### src/hdl/mie_pkg.sv
// Shared types and constants for the MIPS integer execute unit.
package mie_pkg;

  localparam int DATA_WIDTH = 32;
  localparam int REG_COUNT  = 32;
  localparam int REG_AW     = 5;
  localparam int Q_DEPTH    = 2;
  localparam int Q_AW       = 1;
  localparam int HALF_SHIFT = 16;
  localparam logic [REG_AW-1:0] LINK_REG = 5'd31;
  localparam logic [31:0] SEG_MASK = 32'hF000_0000;

  localparam logic [5:0] OPC_SPECIAL = 6'h00;
  localparam logic [5:0] OPC_REGIMM  = 6'h01;
  localparam logic [5:0] OPC_J       = 6'h02;
  localparam logic [5:0] OPC_JAL     = 6'h03;
  localparam logic [5:0] OPC_BEQ     = 6'h04;
  localparam logic [5:0] OPC_BNE     = 6'h05;
  localparam logic [5:0] OPC_BLEZ    = 6'h06;
  localparam logic [5:0] OPC_BGTZ    = 6'h07;
  localparam logic [5:0] OPC_ADDI    = 6'h08;
  localparam logic [5:0] OPC_ADDIU   = 6'h09;
  localparam logic [5:0] OPC_SLTI    = 6'h0A;
  localparam logic [5:0] OPC_SLTIU   = 6'h0B;
  localparam logic [5:0] OPC_ANDI    = 6'h0C;
  localparam logic [5:0] OPC_ORI     = 6'h0D;
  localparam logic [5:0] OPC_XORI    = 6'h0E;
  localparam logic [5:0] OPC_LUI     = 6'h0F;
  localparam logic [5:0] OPC_BEQL    = 6'h14;
  localparam logic [5:0] OPC_BNEL    = 6'h15;
  localparam logic [5:0] OPC_BLEZL   = 6'h16;
  localparam logic [5:0] OPC_BGTZL   = 6'h17;

  localparam logic [5:0] FN_SLL   = 6'h00;
  localparam logic [5:0] FN_SRL   = 6'h02;
  localparam logic [5:0] FN_SRA   = 6'h03;
  localparam logic [5:0] FN_SLLV  = 6'h04;
  localparam logic [5:0] FN_SRLV  = 6'h06;
  localparam logic [5:0] FN_SRAV  = 6'h07;
  localparam logic [5:0] FN_JR    = 6'h08;
  localparam logic [5:0] FN_JALR  = 6'h09;
  localparam logic [5:0] FN_MFHI  = 6'h10;
  localparam logic [5:0] FN_MTHI  = 6'h11;
  localparam logic [5:0] FN_MFLO  = 6'h12;
  localparam logic [5:0] FN_MTLO  = 6'h13;
  localparam logic [5:0] FN_MULT  = 6'h18;
  localparam logic [5:0] FN_MULTU = 6'h19;
  localparam logic [5:0] FN_DIV   = 6'h1A;
  localparam logic [5:0] FN_DIVU  = 6'h1B;
  localparam logic [5:0] FN_ADD   = 6'h20;
  localparam logic [5:0] FN_ADDU  = 6'h21;
  localparam logic [5:0] FN_SUB   = 6'h22;
  localparam logic [5:0] FN_SUBU  = 6'h23;
  localparam logic [5:0] FN_AND   = 6'h24;
  localparam logic [5:0] FN_OR    = 6'h25;
  localparam logic [5:0] FN_XOR   = 6'h26;
  localparam logic [5:0] FN_NOR   = 6'h27;
  localparam logic [5:0] FN_SLT   = 6'h2A;
  localparam logic [5:0] FN_SLTU  = 6'h2B;

  localparam logic [4:0] RI_BLTZ   = 5'h00;
  localparam logic [4:0] RI_BGEZ   = 5'h01;
  localparam logic [4:0] RI_BLTZAL = 5'h10;
  localparam logic [4:0] RI_BGEZAL = 5'h11;

  typedef enum logic [5:0] {
    OP_BAD, OP_SLL, OP_SRL, OP_SRA, OP_SLLV, OP_SRLV, OP_SRAV, OP_JR, OP_JALR,
    OP_MFHI, OP_MTHI, OP_MFLO, OP_MTLO, OP_MULT, OP_MULTU, OP_DIV, OP_DIVU,
    OP_ADD, OP_SUB, OP_AND, OP_OR, OP_XOR, OP_NOR, OP_SLT, OP_SLTU,
    OP_BLTZ, OP_BGEZ, OP_BLTZAL, OP_BGEZAL, OP_J, OP_JAL, OP_BEQ, OP_BNE,
    OP_BLEZ, OP_BGTZ, OP_ADDI, OP_SLTI, OP_SLTIU, OP_ANDI, OP_ORI, OP_XORI,
    OP_LUI
  } op_t;

  typedef struct packed {
    op_t              op;
    logic [4:0]       rs;
    logic [4:0]       rt;
    logic [4:0]       dst;
    logic [4:0]       sa;
    logic [15:0]      imm;
    logic [31:0]      link;
    logic [31:0]      btarget;
    logic [31:0]      jtarget;
  } uop_t;

  typedef enum logic [2:0] {
    ST_IDLE, ST_EXEC, ST_MUL, ST_DIV, ST_DFIN
  } st_t;

endpackage

### src/hdl/mie_queue.sv
// Short queue of decoded operations between front end and back end.
module mie_queue
  import mie_pkg::*;
(
  input  logic clk,
  input  logic rst_n,
  input  logic push,
  input  uop_t push_uop,
  output logic full,
  input  logic pop,
  output logic head_valid,
  output uop_t head_uop
);

  uop_t            mem_r [Q_DEPTH];
  logic [Q_AW-1:0] wp_r, wp_nxt;
  logic [Q_AW-1:0] rp_r, rp_nxt;
  logic [Q_AW:0]   cnt_r, cnt_nxt;
  logic            do_push;
  logic            do_pop;

  assign full       = (cnt_r == Q_AW'(0) + (Q_AW+1)'(Q_DEPTH));
  assign head_valid = (cnt_r != '0);
  assign head_uop   = mem_r[rp_r];
  assign do_push    = push && !full;
  assign do_pop     = pop && head_valid;

  always_comb begin
    wp_nxt  = do_push ? wp_r + 1'b1 : wp_r;
    rp_nxt  = do_pop ? rp_r + 1'b1 : rp_r;
    cnt_nxt = cnt_r + (Q_AW+1)'(do_push) - (Q_AW+1)'(do_pop);
  end

  always_ff @(posedge clk) begin
    if (!rst_n) begin
      wp_r  <= '0;
      rp_r  <= '0;
      cnt_r <= '0;
    end else begin
      wp_r  <= wp_nxt;
      rp_r  <= rp_nxt;
      cnt_r <= cnt_nxt;
    end
    if (do_push) begin
      mem_r[wp_r] <= push_uop;
    end
  end

endmodule

### config.mk
export PLATFORM = sky130hd
export DESIGN_NAME = mie_queue
export DESIGN_NICKNAME = d
export VERILOG_FILES = /design/src/hdl/mie_pkg.sv /design/src/hdl/mie_queue.sv
export SDC_FILE = /design/constraint.sdc
export NUM_CORES = 1
export LEC_CHECK = 0
export BUFFER_PORTS_ARGS = -buffer_cell sky130_fd_sc_hd__buf_2
export CORE_AREA = 2 2 195 101
export DETAILED_ROUTE_END_ITERATION = 10
export DIE_AREA = 0 0 197 103
export HOLD_SLACK_MARGIN = 0.12
export PLACE_DENSITY = 0.91
export SYNTH_ARGS = -nofsm -noshare
export SYNTH_HDL_FRONTEND = slang
export SYNTH_SLANG_ARGS = --single-unit
### constraint.sdc
create_clock -name clk -period 18.06 [get_ports clk]
set_input_delay 0.903 -clock clk [delete_from_list [all_inputs] [get_ports clk]]
set_output_delay 0.903 -clock clk [all_outputs]
set_load 0.02 [all_outputs]
==> impl_metrics.csv <==
group,metric,value,unit
run_status,status,"finished, final reports clean",
worst_hold_path,hold_class,"flop to flop",
cells_and_area,drive_above_1_share,0.602,
placed_design,dp.cells,973,
route,via_per_inst,5.16,
placed_design,hpwl,13.5,mm
die,io_pins,282,
global_routing,grt_first_pass_wirelength,28.4,mm
yosys,synth_fp_nets,600,
clocking,ctsResizeCount,0,
cells_and_area,nFillCells,1226,
cells_and_area,multi_input_area,1690,um2
die,start_util,0.544,
timing,rsz0062_at_grt,"no",
cells_and_area,area_growth_syn_to_layout,23.0,%
die,die_w,197,um
yosys,synth_area,10200,um2
timing,slew_headroom,0.303,
pwr,p_leak,4.71,nW
timing,fin_crit_sh,0.213,
global_routing,grt_max_degree,79,
route,wl_met2,9.27,mm
route,drtAntennaViolNets,0,
clocking,insertion_delay,0.50,ns
global_routing,grt_pass1_vias,5182,
cells_and_area,finalNetCount,896,
cells_and_area,fin_area,12600,um2
setup_path,start_kind,"flop",
route,vias,5235,
global_routing,antenna_found_initial,4,
setup_path,cp.arrival,2.95,ns
pwr,vdd_drop_max,0.0000878,V
yosys,yosys_register_bits,281,
placed_design,placed_cell_area,11800,um2
route,drt-wirelength-per-cell,19.5,um
timing,maxSlewViolCount,0,
setup_path,required,17.16,ns
die,dieArea,20300,um2
setup_path,r2r_cells,3,
clocking,cts_buffer_depth,3,
route,routed.top_layer,"met5",
route,route.detailed.drc,0,
setup_path,cp_max_fo,77,
cells_and_area,fin_cells,1014,
cells_and_area,seqCellArea,8390,um2
clocking,htreeDepth,1,
timing,finalClockSkew,0.00767,ns
timing,setup_tns,0,ns
timing,setup_violations,0,
route,met1_length,8.23,mm
clocking,clock-root-buffer,"clkbuf_16",
route,routed_wl,19.8,mm
timing,finalHoldViolations,0,
route,wl_met3,2.04,mm
setup_path,crit_type,"flop to primary output",
clocking,cts_tree,"done",
cells_and_area,postLayoutCoreUtil,0.669,
clocking,cts_hold_buf,0,
cells_and_area,final_common_cell,"buf_2",
clocking,cts_setup_buffers,0,
global_routing,grt_usage,0.185,
timing,fmax,260,MHz
yosys,ys_warn_count,0,
timing,fin_crit,3.85,ns
worst_hold_path,hold_depth,2,
yosys,yosysSeqAreaShare,0.819,
yosys,synth_cell_types,18,
flow_run,maxCapViolCount,0,
route,drtPass1Iterations,4,
cells_and_area,final_cell_mix,"buf_2, edfxtp_1, mux2_2",
clocking,cts_buffers,24,
timing,tightest_slew,1.05,ns
setup_path,cp-end-kind,"primary output",
die,fp.dieH,103,um
yosys,synth_area_per_cell,22.5,um2
placed_design,gp_congestion,0.748,
yosys,syn-instance-count,456,
die,coreArea,18800,um2
pwr,cellPowerDensity,152,nW/um2
global_routing,overflow,0,
route,detail_route.iter0.violations,264,
die,fp-row-count,36,
placed_design,io_buffers,281,
clocking,clk_pin_slew_worst_paths,0.06,ns
clocking,clock-sinks,281,
cells by family (layout without fill, tap and decap cells):
family                     count (synthesis)  in the layout  synth area share
other                                      0              1                 0
buffers and inverters                     18            328            0.0170
AOI/OAI and AO/OA                          1              1          0.000733
adders and majority gates                  2              2           0.00244
and+or+nand+nor                           13             13           0.00635
muxes                                    139            139             0.153
xor gates and xnor gates                   2              2           0.00171
DFF                                      281            281             0.819
cell type report:
| type | count | share of cell area |
|---|---|---|
| multi-input combinational | 157 | 0.134 |
| clock buffer | 34 | 0.0555 |
| sequential | 281 | 0.666 |
| antenna | 1 | 0.000199 |
| clock inverter | 6 | 0.00457 |
| tap | 247 | 0.0245 |
| timing repair buffer | 285 | 0.114 |
| inverter | 3 | 0.000894 |
report_power, final:
group / internal, W / switching, W
clock: 0.000283 / 0.000208
sequential: 0.000842 / 0.0000440
combinational: 0.000211 / 0.000326
cells in the mapped netlist:
cell        n  share of area
and2_1      2         0.0012
and3_1      1        0.00061
buf_2       1        0.00049
buf_6      14          0.015
dfxtp_1     5         0.0098
edfxtp_1  276           0.81
ha_1        2         0.0024
inv_1       3         0.0011
mux2_2    138           0.15
mux2i_1     1        0.00098
nand2_1     2        0.00073
nand2b_1    2         0.0012
nor2_1      4         0.0015
nor3_1      1        0.00049
o21a_1      1        0.00073
or2_2       1        0.00061
xnor2_1     1        0.00086
xor2_1      1        0.00086
worst max-delay path, cell delays in order (launching register included):
cell and delay, ns:
dfxtp_4 0.86, buf_4 0.87, mux2_2 0.43, buf_2 0.16
through the flow:
stage | worst slack [ns] | total power, W | hold slack [ns]
after floorplan | 10.69 | 0.00129 | 0.455
after global placement | 14.73 | 0.00142 | 0.488
after detailed placement | 14.69 | 0.00144 | 0.508
after CTS | 14.15 | 0.00193 | 0.523
after global routing | 14.01 | 0.00200 | 0.563
final | 14.21 | 0.00191 | 0.515
flip-flops by register name, indices dropped and copies added (netlist names), named ones only:
register	flops
wp_r	1
rp_r	1
mem_r	276
cnt_r	2
final timing paths:
| check | startpoint | end | slack [ns] |
|---|---|---|---|
| setup / recovery | flop | head_uop[52] | 14.21 |
| hold / removal | rp_r | flop | 0.51 |
| setup reg to reg | cnt_r[0] | mem_r[1][54] | 15.37 |
| hold reg to reg | rp_r | flop | 0.51 |
layer usage:
metal	vias up	track usage
met2	220	0.299
met3	25	0.0703
met5	-	0
met4	6	0.0370
met1	2583	0.245
li1	2401	-
(Power assumes the default switching activity.)
