$ cat src/hdl/mie_pkg.sv
// Shared types and constants for the MIPS integer execute unit.
package mie_pkg;

  localparam int DATA_WIDTH = 32;
  localparam int REG_COUNT  = 32;
  localparam int REG_AW     = 5;
  localparam int Q_DEPTH    = 2;
  localparam int Q_AW       = 1;
  localparam int HALF_SHIFT = 16;
  localparam logic [REG_AW-1:0] LINK_REG = 5'd31;
  localparam logic [31:0] SEG_MASK = 32'hF000_0000;

  localparam logic [5:0] OPC_SPECIAL = 6'h00;
  localparam logic [5:0] OPC_REGIMM  = 6'h01;
  localparam logic [5:0] OPC_J       = 6'h02;
  localparam logic [5:0] OPC_JAL     = 6'h03;
  localparam logic [5:0] OPC_BEQ     = 6'h04;
  localparam logic [5:0] OPC_BNE     = 6'h05;
  localparam logic [5:0] OPC_BLEZ    = 6'h06;
  localparam logic [5:0] OPC_BGTZ    = 6'h07;
  localparam logic [5:0] OPC_ADDI    = 6'h08;
  localparam logic [5:0] OPC_ADDIU   = 6'h09;
  localparam logic [5:0] OPC_SLTI    = 6'h0A;
  localparam logic [5:0] OPC_SLTIU   = 6'h0B;
  localparam logic [5:0] OPC_ANDI    = 6'h0C;
  localparam logic [5:0] OPC_ORI     = 6'h0D;
  localparam logic [5:0] OPC_XORI    = 6'h0E;
  localparam logic [5:0] OPC_LUI     = 6'h0F;
  localparam logic [5:0] OPC_BEQL    = 6'h14;
  localparam logic [5:0] OPC_BNEL    = 6'h15;
  localparam logic [5:0] OPC_BLEZL   = 6'h16;
  localparam logic [5:0] OPC_BGTZL   = 6'h17;

  localparam logic [5:0] FN_SLL   = 6'h00;
  localparam logic [5:0] FN_SRL   = 6'h02;
  localparam logic [5:0] FN_SRA   = 6'h03;
  localparam logic [5:0] FN_SLLV  = 6'h04;
  localparam logic [5:0] FN_SRLV  = 6'h06;
  localparam logic [5:0] FN_SRAV  = 6'h07;
  localparam logic [5:0] FN_JR    = 6'h08;
  localparam logic [5:0] FN_JALR  = 6'h09;
  localparam logic [5:0] FN_MFHI  = 6'h10;
  localparam logic [5:0] FN_MTHI  = 6'h11;
  localparam logic [5:0] FN_MFLO  = 6'h12;
  localparam logic [5:0] FN_MTLO  = 6'h13;
  localparam logic [5:0] FN_MULT  = 6'h18;
  localparam logic [5:0] FN_MULTU = 6'h19;
  localparam logic [5:0] FN_DIV   = 6'h1A;
  localparam logic [5:0] FN_DIVU  = 6'h1B;
  localparam logic [5:0] FN_ADD   = 6'h20;
  localparam logic [5:0] FN_ADDU  = 6'h21;
  localparam logic [5:0] FN_SUB   = 6'h22;
  localparam logic [5:0] FN_SUBU  = 6'h23;
  localparam logic [5:0] FN_AND   = 6'h24;
  localparam logic [5:0] FN_OR    = 6'h25;
  localparam logic [5:0] FN_XOR   = 6'h26;
  localparam logic [5:0] FN_NOR   = 6'h27;
  localparam logic [5:0] FN_SLT   = 6'h2A;
  localparam logic [5:0] FN_SLTU  = 6'h2B;

  localparam logic [4:0] RI_BLTZ   = 5'h00;
  localparam logic [4:0] RI_BGEZ   = 5'h01;
  localparam logic [4:0] RI_BLTZAL = 5'h10;
  localparam logic [4:0] RI_BGEZAL = 5'h11;

  typedef enum logic [5:0] {
    OP_BAD, OP_SLL, OP_SRL, OP_SRA, OP_SLLV, OP_SRLV, OP_SRAV, OP_JR, OP_JALR,
    OP_MFHI, OP_MTHI, OP_MFLO, OP_MTLO, OP_MULT, OP_MULTU, OP_DIV, OP_DIVU,
    OP_ADD, OP_SUB, OP_AND, OP_OR, OP_XOR, OP_NOR, OP_SLT, OP_SLTU,
    OP_BLTZ, OP_BGEZ, OP_BLTZAL, OP_BGEZAL, OP_J, OP_JAL, OP_BEQ, OP_BNE,
    OP_BLEZ, OP_BGTZ, OP_ADDI, OP_SLTI, OP_SLTIU, OP_ANDI, OP_ORI, OP_XORI,
    OP_LUI
  } op_t;

  typedef struct packed {
    op_t              op;
    logic [4:0]       rs;
    logic [4:0]       rt;
    logic [4:0]       dst;
    logic [4:0]       sa;
    logic [15:0]      imm;
    logic [31:0]      link;
    logic [31:0]      btarget;
    logic [31:0]      jtarget;
  } uop_t;

  typedef enum logic [2:0] {
    ST_IDLE, ST_EXEC, ST_MUL, ST_DIV, ST_DFIN
  } st_t;

endpackage

$ cat src/hdl/mie_front.sv
// Front end: decodes an instruction word into an operation record with targets.
module mie_front
  import mie_pkg::*;
(
  input  logic [31:0] instr_word,
  input  logic [31:0] instr_pc,
  output uop_t        uop
);

  logic [5:0]  opc;
  logic [5:0]  fn;
  logic [31:0] pc4;
  logic [31:0] simm;
  op_t         op;
  logic [4:0]  dst;

  assign opc  = instr_word[31:26];
  assign fn   = instr_word[5:0];
  assign pc4  = instr_pc + 32'd4;
  assign simm = {{16{instr_word[15]}}, instr_word[15:0]};

  always_comb begin
    op  = OP_BAD;
    dst = instr_word[20:16];
    case (opc)
      OPC_SPECIAL: begin
        dst = instr_word[15:11];
        case (fn)
          FN_SLL:   op = OP_SLL;
          FN_SRL:   op = OP_SRL;
          FN_SRA:   op = OP_SRA;
          FN_SLLV:  op = OP_SLLV;
          FN_SRLV:  op = OP_SRLV;
          FN_SRAV:  op = OP_SRAV;
          FN_JR:    op = OP_JR;
          FN_JALR:  op = OP_JALR;
          FN_MFHI:  op = OP_MFHI;
          FN_MTHI:  op = OP_MTHI;
          FN_MFLO:  op = OP_MFLO;
          FN_MTLO:  op = OP_MTLO;
          FN_MULT:  op = OP_MULT;
          FN_MULTU: op = OP_MULTU;
          FN_DIV:   op = OP_DIV;
          FN_DIVU:  op = OP_DIVU;
          FN_ADD, FN_ADDU: op = OP_ADD;
          FN_SUB, FN_SUBU: op = OP_SUB;
          FN_AND:   op = OP_AND;
          FN_OR:    op = OP_OR;
          FN_XOR:   op = OP_XOR;
          FN_NOR:   op = OP_NOR;
          FN_SLT:   op = OP_SLT;
          FN_SLTU:  op = OP_SLTU;
          default:  op = OP_BAD;
        endcase
      end
      OPC_REGIMM: begin
        dst = LINK_REG;
        case (instr_word[20:16])
          RI_BLTZ:   op = OP_BLTZ;
          RI_BGEZ:   op = OP_BGEZ;
          RI_BLTZAL: op = OP_BLTZAL;
          RI_BGEZAL: op = OP_BGEZAL;
          default:   op = OP_BAD;
        endcase
      end
      OPC_J:   op = OP_J;
      OPC_JAL: begin
        op  = OP_JAL;
        dst = LINK_REG;
      end
      OPC_BEQ, OPC_BEQL:   op = OP_BEQ;
      OPC_BNE, OPC_BNEL:   op = OP_BNE;
      OPC_BLEZ, OPC_BLEZL: op = OP_BLEZ;
      OPC_BGTZ, OPC_BGTZL: op = OP_BGTZ;
      OPC_ADDI, OPC_ADDIU: op = OP_ADDI;
      OPC_SLTI:  op = OP_SLTI;
      OPC_SLTIU: op = OP_SLTIU;
      OPC_ANDI:  op = OP_ANDI;
      OPC_ORI:   op = OP_ORI;
      OPC_XORI:  op = OP_XORI;
      OPC_LUI:   op = OP_LUI;
      default:   op = OP_BAD;
    endcase
  end

  always_comb begin
    uop.op      = op;
    uop.rs      = instr_word[25:21];
    uop.rt      = instr_word[20:16];
    uop.dst     = dst;
    uop.sa      = instr_word[10:6];
    uop.imm     = instr_word[15:0];
    uop.link    = instr_pc + 32'd8;
    uop.btarget = pc4 + {simm[29:0], 2'b00};
    uop.jtarget = (pc4 & SEG_MASK) | {4'b0000, instr_word[25:0], 2'b00};
  end

endmodule

$ cat config.mk
export PLATFORM = sky130hd
export DESIGN_NAME = mie_front
export DESIGN_NICKNAME = d
export VERILOG_FILES = /design/src/hdl/mie_pkg.sv /design/src/hdl/mie_front.sv
export SDC_FILE = /design/constraint.sdc
export NUM_CORES = 1
export LEC_CHECK = 0
export BUFFER_PORTS_ARGS = -buffer_cell sky130_fd_sc_hd__buf_2
export CORE_MARGIN = 3
export CORE_UTILIZATION = 45
export DETAILED_ROUTE_END_ITERATION = 7
export PLACE_DENSITY = 0.78
export RECOVER_POWER = 100
export SYNTH_ARGS = -nofsm -noshare
export SYNTH_HDL_FRONTEND = slang
export SYNTH_SLANG_ARGS = --single-unit
$ cat constraint.sdc
create_clock -name vclk -period 3.9
set_input_delay 0.39 -clock vclk [all_inputs]
set_output_delay 0.39 -clock vclk [all_outputs]
set_load 0.02 [all_outputs]
==> results of run 1 <==
[cells by family after synthesis]
group	after synthesis	synth area share, %
AOI/OAI and AO/OA	123	20.64
xor gates and xnor gates	82	19.53
adders and majority gates	45	15.35
buffers and inverters	104	17.14
other	1	0.1009
and+or+nand+nor	203	27.24
[cell usage in the layout, fill, tap and decap left out, drive strengths merged, types with 2 or more instances in the layout]
master,count
o211ai,4
o21ai,28
o21bai,3
nand3,17
xnor2,42
xor2,40
or3,2
nand4,17
a31oi,6
o21a,3
nor3,14
nand2,60
buf,118
and2,5
inv,17
nand2b,4
o22ai,2
conb,2
and3,9
nor2b,7
o211a,2
nor2,53
and4,3
clkbuf,92
a21o,5
a211oi,3
nor4,6
ha,44
or2,4
a21oi,56
[stage by stage]
step / area [um2] / hold slack [ns] / setup slack (ns) / total power, mW / instances
after CTS: 4383 / 0.7802 / 0.003557 / 0.7730 / 780
after global placement: 4373 / 0.7802 / -0.1180 / 0.7617 / 780
after global routing: 4395 / 0.7800 / -0.09453 / 0.8414 / 784
final: 4395 / 0.7800 / 0.1381 / 0.7783 / 784
after floorplan: 3720 / 0.8566 / 0.06777 / 0.5522 / 559
after detailed placement: 4373 / 0.7802 / -0.08984 / 0.7702 / 780
[synthesized netlist by cell type, drive strengths merged]
master,n,area [um2]
o22a,1,8.760
o21a,3,22.52
o311ai,1,8.760
o41ai,1,16.27
ha,44,550.5
nand4,17,112.6
nor3,14,75.07
nand3,17,95.09
a21o,5,37.54
o22ai,2,12.51
a2111o,1,11.26
or3,2,12.51
conb,1,3.750
fa,1,20.02
a21oi,56,280.3
o32a,1,10.01
a41oi,1,8.760
nand3b,1,7.510
nor4,6,52.55
and3,9,71.32
a211oi,3,35.03
xnor2,42,375.4
inv,17,63.81
a221oi,1,8.760
a31oi,6,37.54
clkbuf,18,68.81
o211a,2,20.02
a2111oi,1,27.53
xor2,40,350.3
nor2b,7,43.79
nor3b,1,7.510
and2,5,31.28
a311oi,1,8.760
nor2,53,198.9
o21bai,3,22.52
o2111ai,1,8.760
o31ai,1,7.510
nand2,60,227.7
and4,3,26.28
nand2b,4,25.02
or2,4,25.03
o211ai,4,30.03
buf,69,504.2
o21ai,28,143.9
[layout make-up]
| cell class | count | area (um2) | share of cell area, % |
|---|---|---|---|
| multi-input cells | 455 | 3187 | 72.50 |
| well taps | 102 | 127.6 | 2.903 |
| inverters | 17 | 63.81 | 1.452 |
| repair buffers | 210 | 1017 | 23.14 |
[per-layer routing]
metal | wire length, um | vias to the layer above | part of all wire, % | track usage (%)
li1 | - | 2129 | - | -
met1 | 5116 | 1995 | 43 | 29.42
met2 | 5848 | 208 | 49 | 41.67
met3 | 872 | 21 | 7.3 | 1.875
met4 | 173 | 0 | 1.4 | 4.428
met5 | 0 | - | 0 | 0
[report_power, final]
group / switching [mW] / internal (mW) / leakage [nW]
clock network: 0 / 0 / 0
logic: 0.504 / 0.274 / 1.95
registers: 0 / 0 / 0
total: 0.504 / 0.274 / 1.95
[worst max path at each step]
| stage | slack, ns | to | from | depth (start not counted) |
|---|---|---|---|---|
| finish | 0.14 | uop[59] | instr_pc[5] | 15 |
| CTS | 0.004 | uop[62] | instr_pc[4] | 17 |
| floorplan | 0.07 | uop[62] | instr_pc[3] | 13 |
| detailed placement | -0.09 | uop[63] | instr_pc[3] | 15 |
| global route | -0.09 | uop[62] | instr_pc[4] | 16 |
| global placement | -0.12 | uop[63] | instr_pc[3] | 15 |
[timing repair]
action                                  4_1_cts  5_1_grt
endpoints found under the setup margin        3       11
resized for setup                             2       23
buffers inserted                              0        4
pin swaps                                     0       10
==> results.md, run 1 <==
* Leak pwr at 1.948 nW
* Seq Cell Count at 0
* Total global-route track usage at roughly 23%
* Antenna Cells at 0
* Relative slew slack at 53.06%
* WL per Instance at approximately 15 um
* Rows at 32
* RePlAce Congestion at approximately 0.98
* Post-CTS Hold Buffers at 0
* Cell variety after synth at just under 60
* Tmin final at between 3 and 4 ns
* Drt first pass iters at 7
* Crit path cell chain: buf_2, and4_1, nand4_1, or2_4, nor2_1, xor2_1, ha_2, nand2_1, nor3_1, a221oi_2, o22a_1, nand3_2, buf_4, xor2_1, buf_2
* Initial core utilization at 47.11%
* # setup viols final at 0
* Post-route ant nets at 0
* IO Pins at approximately 200
* Hold depth at 0
* Hold Path Origin: instr_pc[0]
* HPWL Detailed at between 10 and 15 mm
* Post-route clock period utilization at 96.46%
* Fillers at 830
* Final Util at between 50% and 60%
* Pin count of the biggest net entering global routing at 23
* Core Region at 0.007888 mm2
* Layout clock buffer count at 0
* CP peak stage delay at 0.37 ns
* DRT iter0 DRCs at 163
* Setup TNS at 0 ns
* Cells after Synth at around 560
* CP bufs+invs at 3
* CP Launch Type: input pin
* HP Class: in -> out
* Post-synthesis sequential area ratio at 0%
* Status: completed
* Worst Tran Pin Value at around 0.70 ns
* CP arrival at ~3.4 ns
* CP Capture Type: output port
* DIE HEIGHT at 96.88 um
* Mapped Area at roughly 0.0037 mm2
* GRT overflow at 0
* Mapped Avg Cell Area at between 6 and 7 um2
* F_max at 265.8 MHz
* Pins Over Slew Limit at 0
* DR DRC count at 0
* Worst setup path category: in -> out
* First-pass GRT wire length at about 19 mm
* Layout Nets at between 700 and 800
* Area grow syn2layout at 18.28%
* # port buffers at roughly 180
* CP max FO at 7
* Routed vias at about 4400
* Pwr dens at around 180 mW/mm2
* Share of cells above drive strength 1 at 22.73%
* RSZ-0062 raised after global routing: true
* Die W at about 97 um
* Max-cap violations at 0
* Vias in the first global route at between 4000 and 5000
* Die area at between 0.009 and 0.01 mm2
* Storage element area at 0 um2
* Data required, critical path at around 3.5 ns
* Worst vdd ir at between 0.08 and 0.09 mV
* Critical path's top delay family: simple AND/OR/NAND/NOR gates
* Crit-path slowest cell: ha_2
* YS warnings at 0
* Final hold violations at 0
* DRT Wirelength at ~12 mm
* Hold Path End: uop[64]
* Antenna violations before repair at 0
* DR vias/cell at ~5.6
(Power assumes the default switching activity.)
==> run 2, diff against run 1 <==
--- a/config.mk
+++ b/config.mk
@@ -5,11 +5,12 @@
 export SDC_FILE = /design/constraint.sdc
 export NUM_CORES = 1
 export LEC_CHECK = 0
+export ABC_AREA = 1
 export BUFFER_PORTS_ARGS = -buffer_cell sky130_fd_sc_hd__buf_2
 export CORE_MARGIN = 3
 export CORE_UTILIZATION = 45
 export DETAILED_ROUTE_END_ITERATION = 7
-export PLACE_DENSITY = 0.78
+export PLACE_DENSITY = 0.74
 export RECOVER_POWER = 100
 export SYNTH_ARGS = -nofsm -noshare
 export SYNTH_HDL_FRONTEND = slang
==> results.md, run 2 <==
* Critical path depth in cells at 16
* F_max at ~280 MHz
* Post-synthesis sequential area ratio at 0%
* Pwr dens at between 150 and 200 mW/mm2
* Share of cells above drive strength 1 at approximately an eighth
* Cells after Synth at 814
* CP arrival at roughly 3.2 ns
* DR DRC count at 0
* Hold depth at 0
* First-pass GRT wire length at roughly 23 mm
* Cell variety after synth at 40
* Worst Tran Pin Value at roughly 1.2 ns
* Pins Over Slew Limit at 0
* CP max FO at 5
* Synth area leader: nand2_1
* Post-route ant nets at 0
* Mapped Area at 0.004471 mm2
* Antenna violations before repair at 0
* Crit-path slowest cell: ha_1
* DRT Wirelength at about 14 mm
* Crit path cell chain: buf_2, ha_1, inv_2, nor2_4, nand2_2, nor2_1, xor2_1, ha_1, nand2_1, inv_1, nand2_1, and2_1, nand3_1, a21oi_1, xor2_1, clkbuf_1
* # setup viols final at 0
* Antenna Cells at 0
* CP Launch Type: input pin
* Routed vias at 5142
* Tmin final at between 3 and 4 ns
* Leak pwr at ~2.7 nW
* GRT overflow at 0
* Worst vdd ir at 0.07058 mV
* Post-CTS Hold Buffers at 0
* Grt met1 use at 31.84%
* Commonest non-fill, non-tap cell in the layout: nand2_1
* Most frequent cells in the layout: nand2_1 (248), inv_1 (109), clkbuf_1 (103), nor2_1 (95), buf_2 (71)
* Gr busiest metal: met2
* Met3 Resource Use GR at 2.082%
* Area grow syn2layout at 9.264%
* IO Pins at between 200 and 250
* # port buffers at about 180
* Core Region at roughly 0.0095 mm2
* Status: completed
* Logic pwr share at between 90% and 100%
* Pint at between 200 and 250 uW
* Yosys top cell area share at 20.82%
* WL per Instance at ~13 um
* Storage element area at 0 um2
* RSZ-0062 raised after global routing: false
* Die W at 105.7 um
* Post-cts sizing count at 0
* Setup Buffers After CTS at 0
* Rows at 35
* CP Capture Type: output port
* Final hold violations at 0
* Data required, critical path at 3.51 ns
* Initial core utilization at a little under half
* Mapped Avg Cell Area at approximately 5.5 um2
* Net Sw Power at ~550 uW
* DIE HEIGHT at between 100 and 150 um
* Share of power burned in registers at 0%
* Critical path's top delay family: simple AND/OR/NAND/NOR gates
* Met2 Usage GRT at 42.26%
* Total global-route track usage at between 20% and 30%
* Synth cell count leaders: nand2_1 (248), inv_1 (108), nor2_1 (91)
* Layout Nets at approximately 1000
* Worst setup path category: in -> out
* Die area at 0.01117 mm2
* Seq Cell Count at 0
* Relative slew slack at a little under a quarter
* Fillers at roughly 1100
* Dpl cells at about 1100
* Sw Ratio at a little over two thirds
* RePlAce Congestion at 0.9817
* Pin count of the biggest net entering global routing at 25
* Max-cap violations at 0
* Final Non-Filler Cells at between 1000 and 1500
* YS warnings at 0
* DRT iter0 DRCs at 302
* Setup TNS at 0 ns
* Vias in the first global route at 4835
* DR vias/cell at 4.874
* Drt first pass iters at 5
* CP peak stage delay at around 0.33 ns
* Post-route clock period utilization at just over 90%
* Clock power frac at 0%
* HP Class: in -> out
* HPWL Detailed at roughly 12 mm
* Leading cell type by number of instances after synthesis: nand2_1
* Top post-synthesis cells by area: nand2_1 (21%), ha_1 (12%), buf_4 (11%), xor2_1 (9.2%), inv_1 (9.1%)
* CP bufs+invs at 4
* Layout clock buffer count at 0
[run 2: cell count changes after synthesis, sizes merged, moves of 8 or more]
cell and delta:
nor2 +52, clkbuf -17, nand3 +36, o21ai -11
xnor2 -25, a21oi -22, inv +97, xor2 +8
and3 -9, nand2 +201
[run 2: kinds of logic (layout without fill, tap and decap cells)]
group                      Yosys count  count (layout)  share of synthesized area [%]
AOI/OAI and AO/OA                   68              68                          8.648
xor gates and xnor gates            65              65                          13.41
adders and majority gates           45              45                          12.76
buffers and inverters              182             293                          20.74
muxes                                1               1                         0.2239
other                                1               2                        0.08388
and+or+nand+nor                    452             452                          44.14
[run 2: power by group through the flow]
| stage | Sequential [mW] | Clock, mW | Combinational, mW |
|---|---|---|---|
| after global routing | 0 | 0 | 0.886 |
| after global placement | 0 | 0 | 0.818 |
| after detailed placement | 0 | 0 | 0.817 |
| final | 0 | 0 | 0.795 |
| after floorplan | 0 | 0 | 0.598 |
| after CTS | 0 | 0 | 0.820 |
[run 2: cell type report]
class                           count  area (um2)  area share (%)
Inverter                          114       427.9           8.760
Tap cell                          129       161.4           3.304
Timing Repair Buffer              179       767.0           15.70
Multi-Input combinational cell    633        3528           72.23
[run 2: routing by layer]
| layer | share of wire (%) | routed length, um |
|---|---|---|
| met3 | 7.2 | 989 |
| met4 | 1.8 | 243 |
| met5 | 0 | 0 |
| met2 | 45 | 6240 |
| met1 | 46 | 6298 |
[run 2: path summary, 6_finish.rpt]
path / startpoint / end / slack [ns]
max: instr_pc[4] / uop[48] / 0.29
min: instr_word[22] / uop[24] / 0.78
[run 2: through the flow]
stage	hold WS (ns)	total power, mW	util, %	setup slack (ns)	cell area, um2
4_1_cts	0.7802	0.8204	53.20	0.3665	5032
3_3_place_gp	0.7802	0.8183	53.20	0.4090	5032
5_1_grt	0.7801	0.8858	51.64	0.04586	4885
2_1_floorplan	0.8705	0.5983	-	0.7040	4474
3_5_place_dp	0.7802	0.8171	53.20	0.3747	5032
6_report	0.7800	0.7955	51.64	0.2892	4885
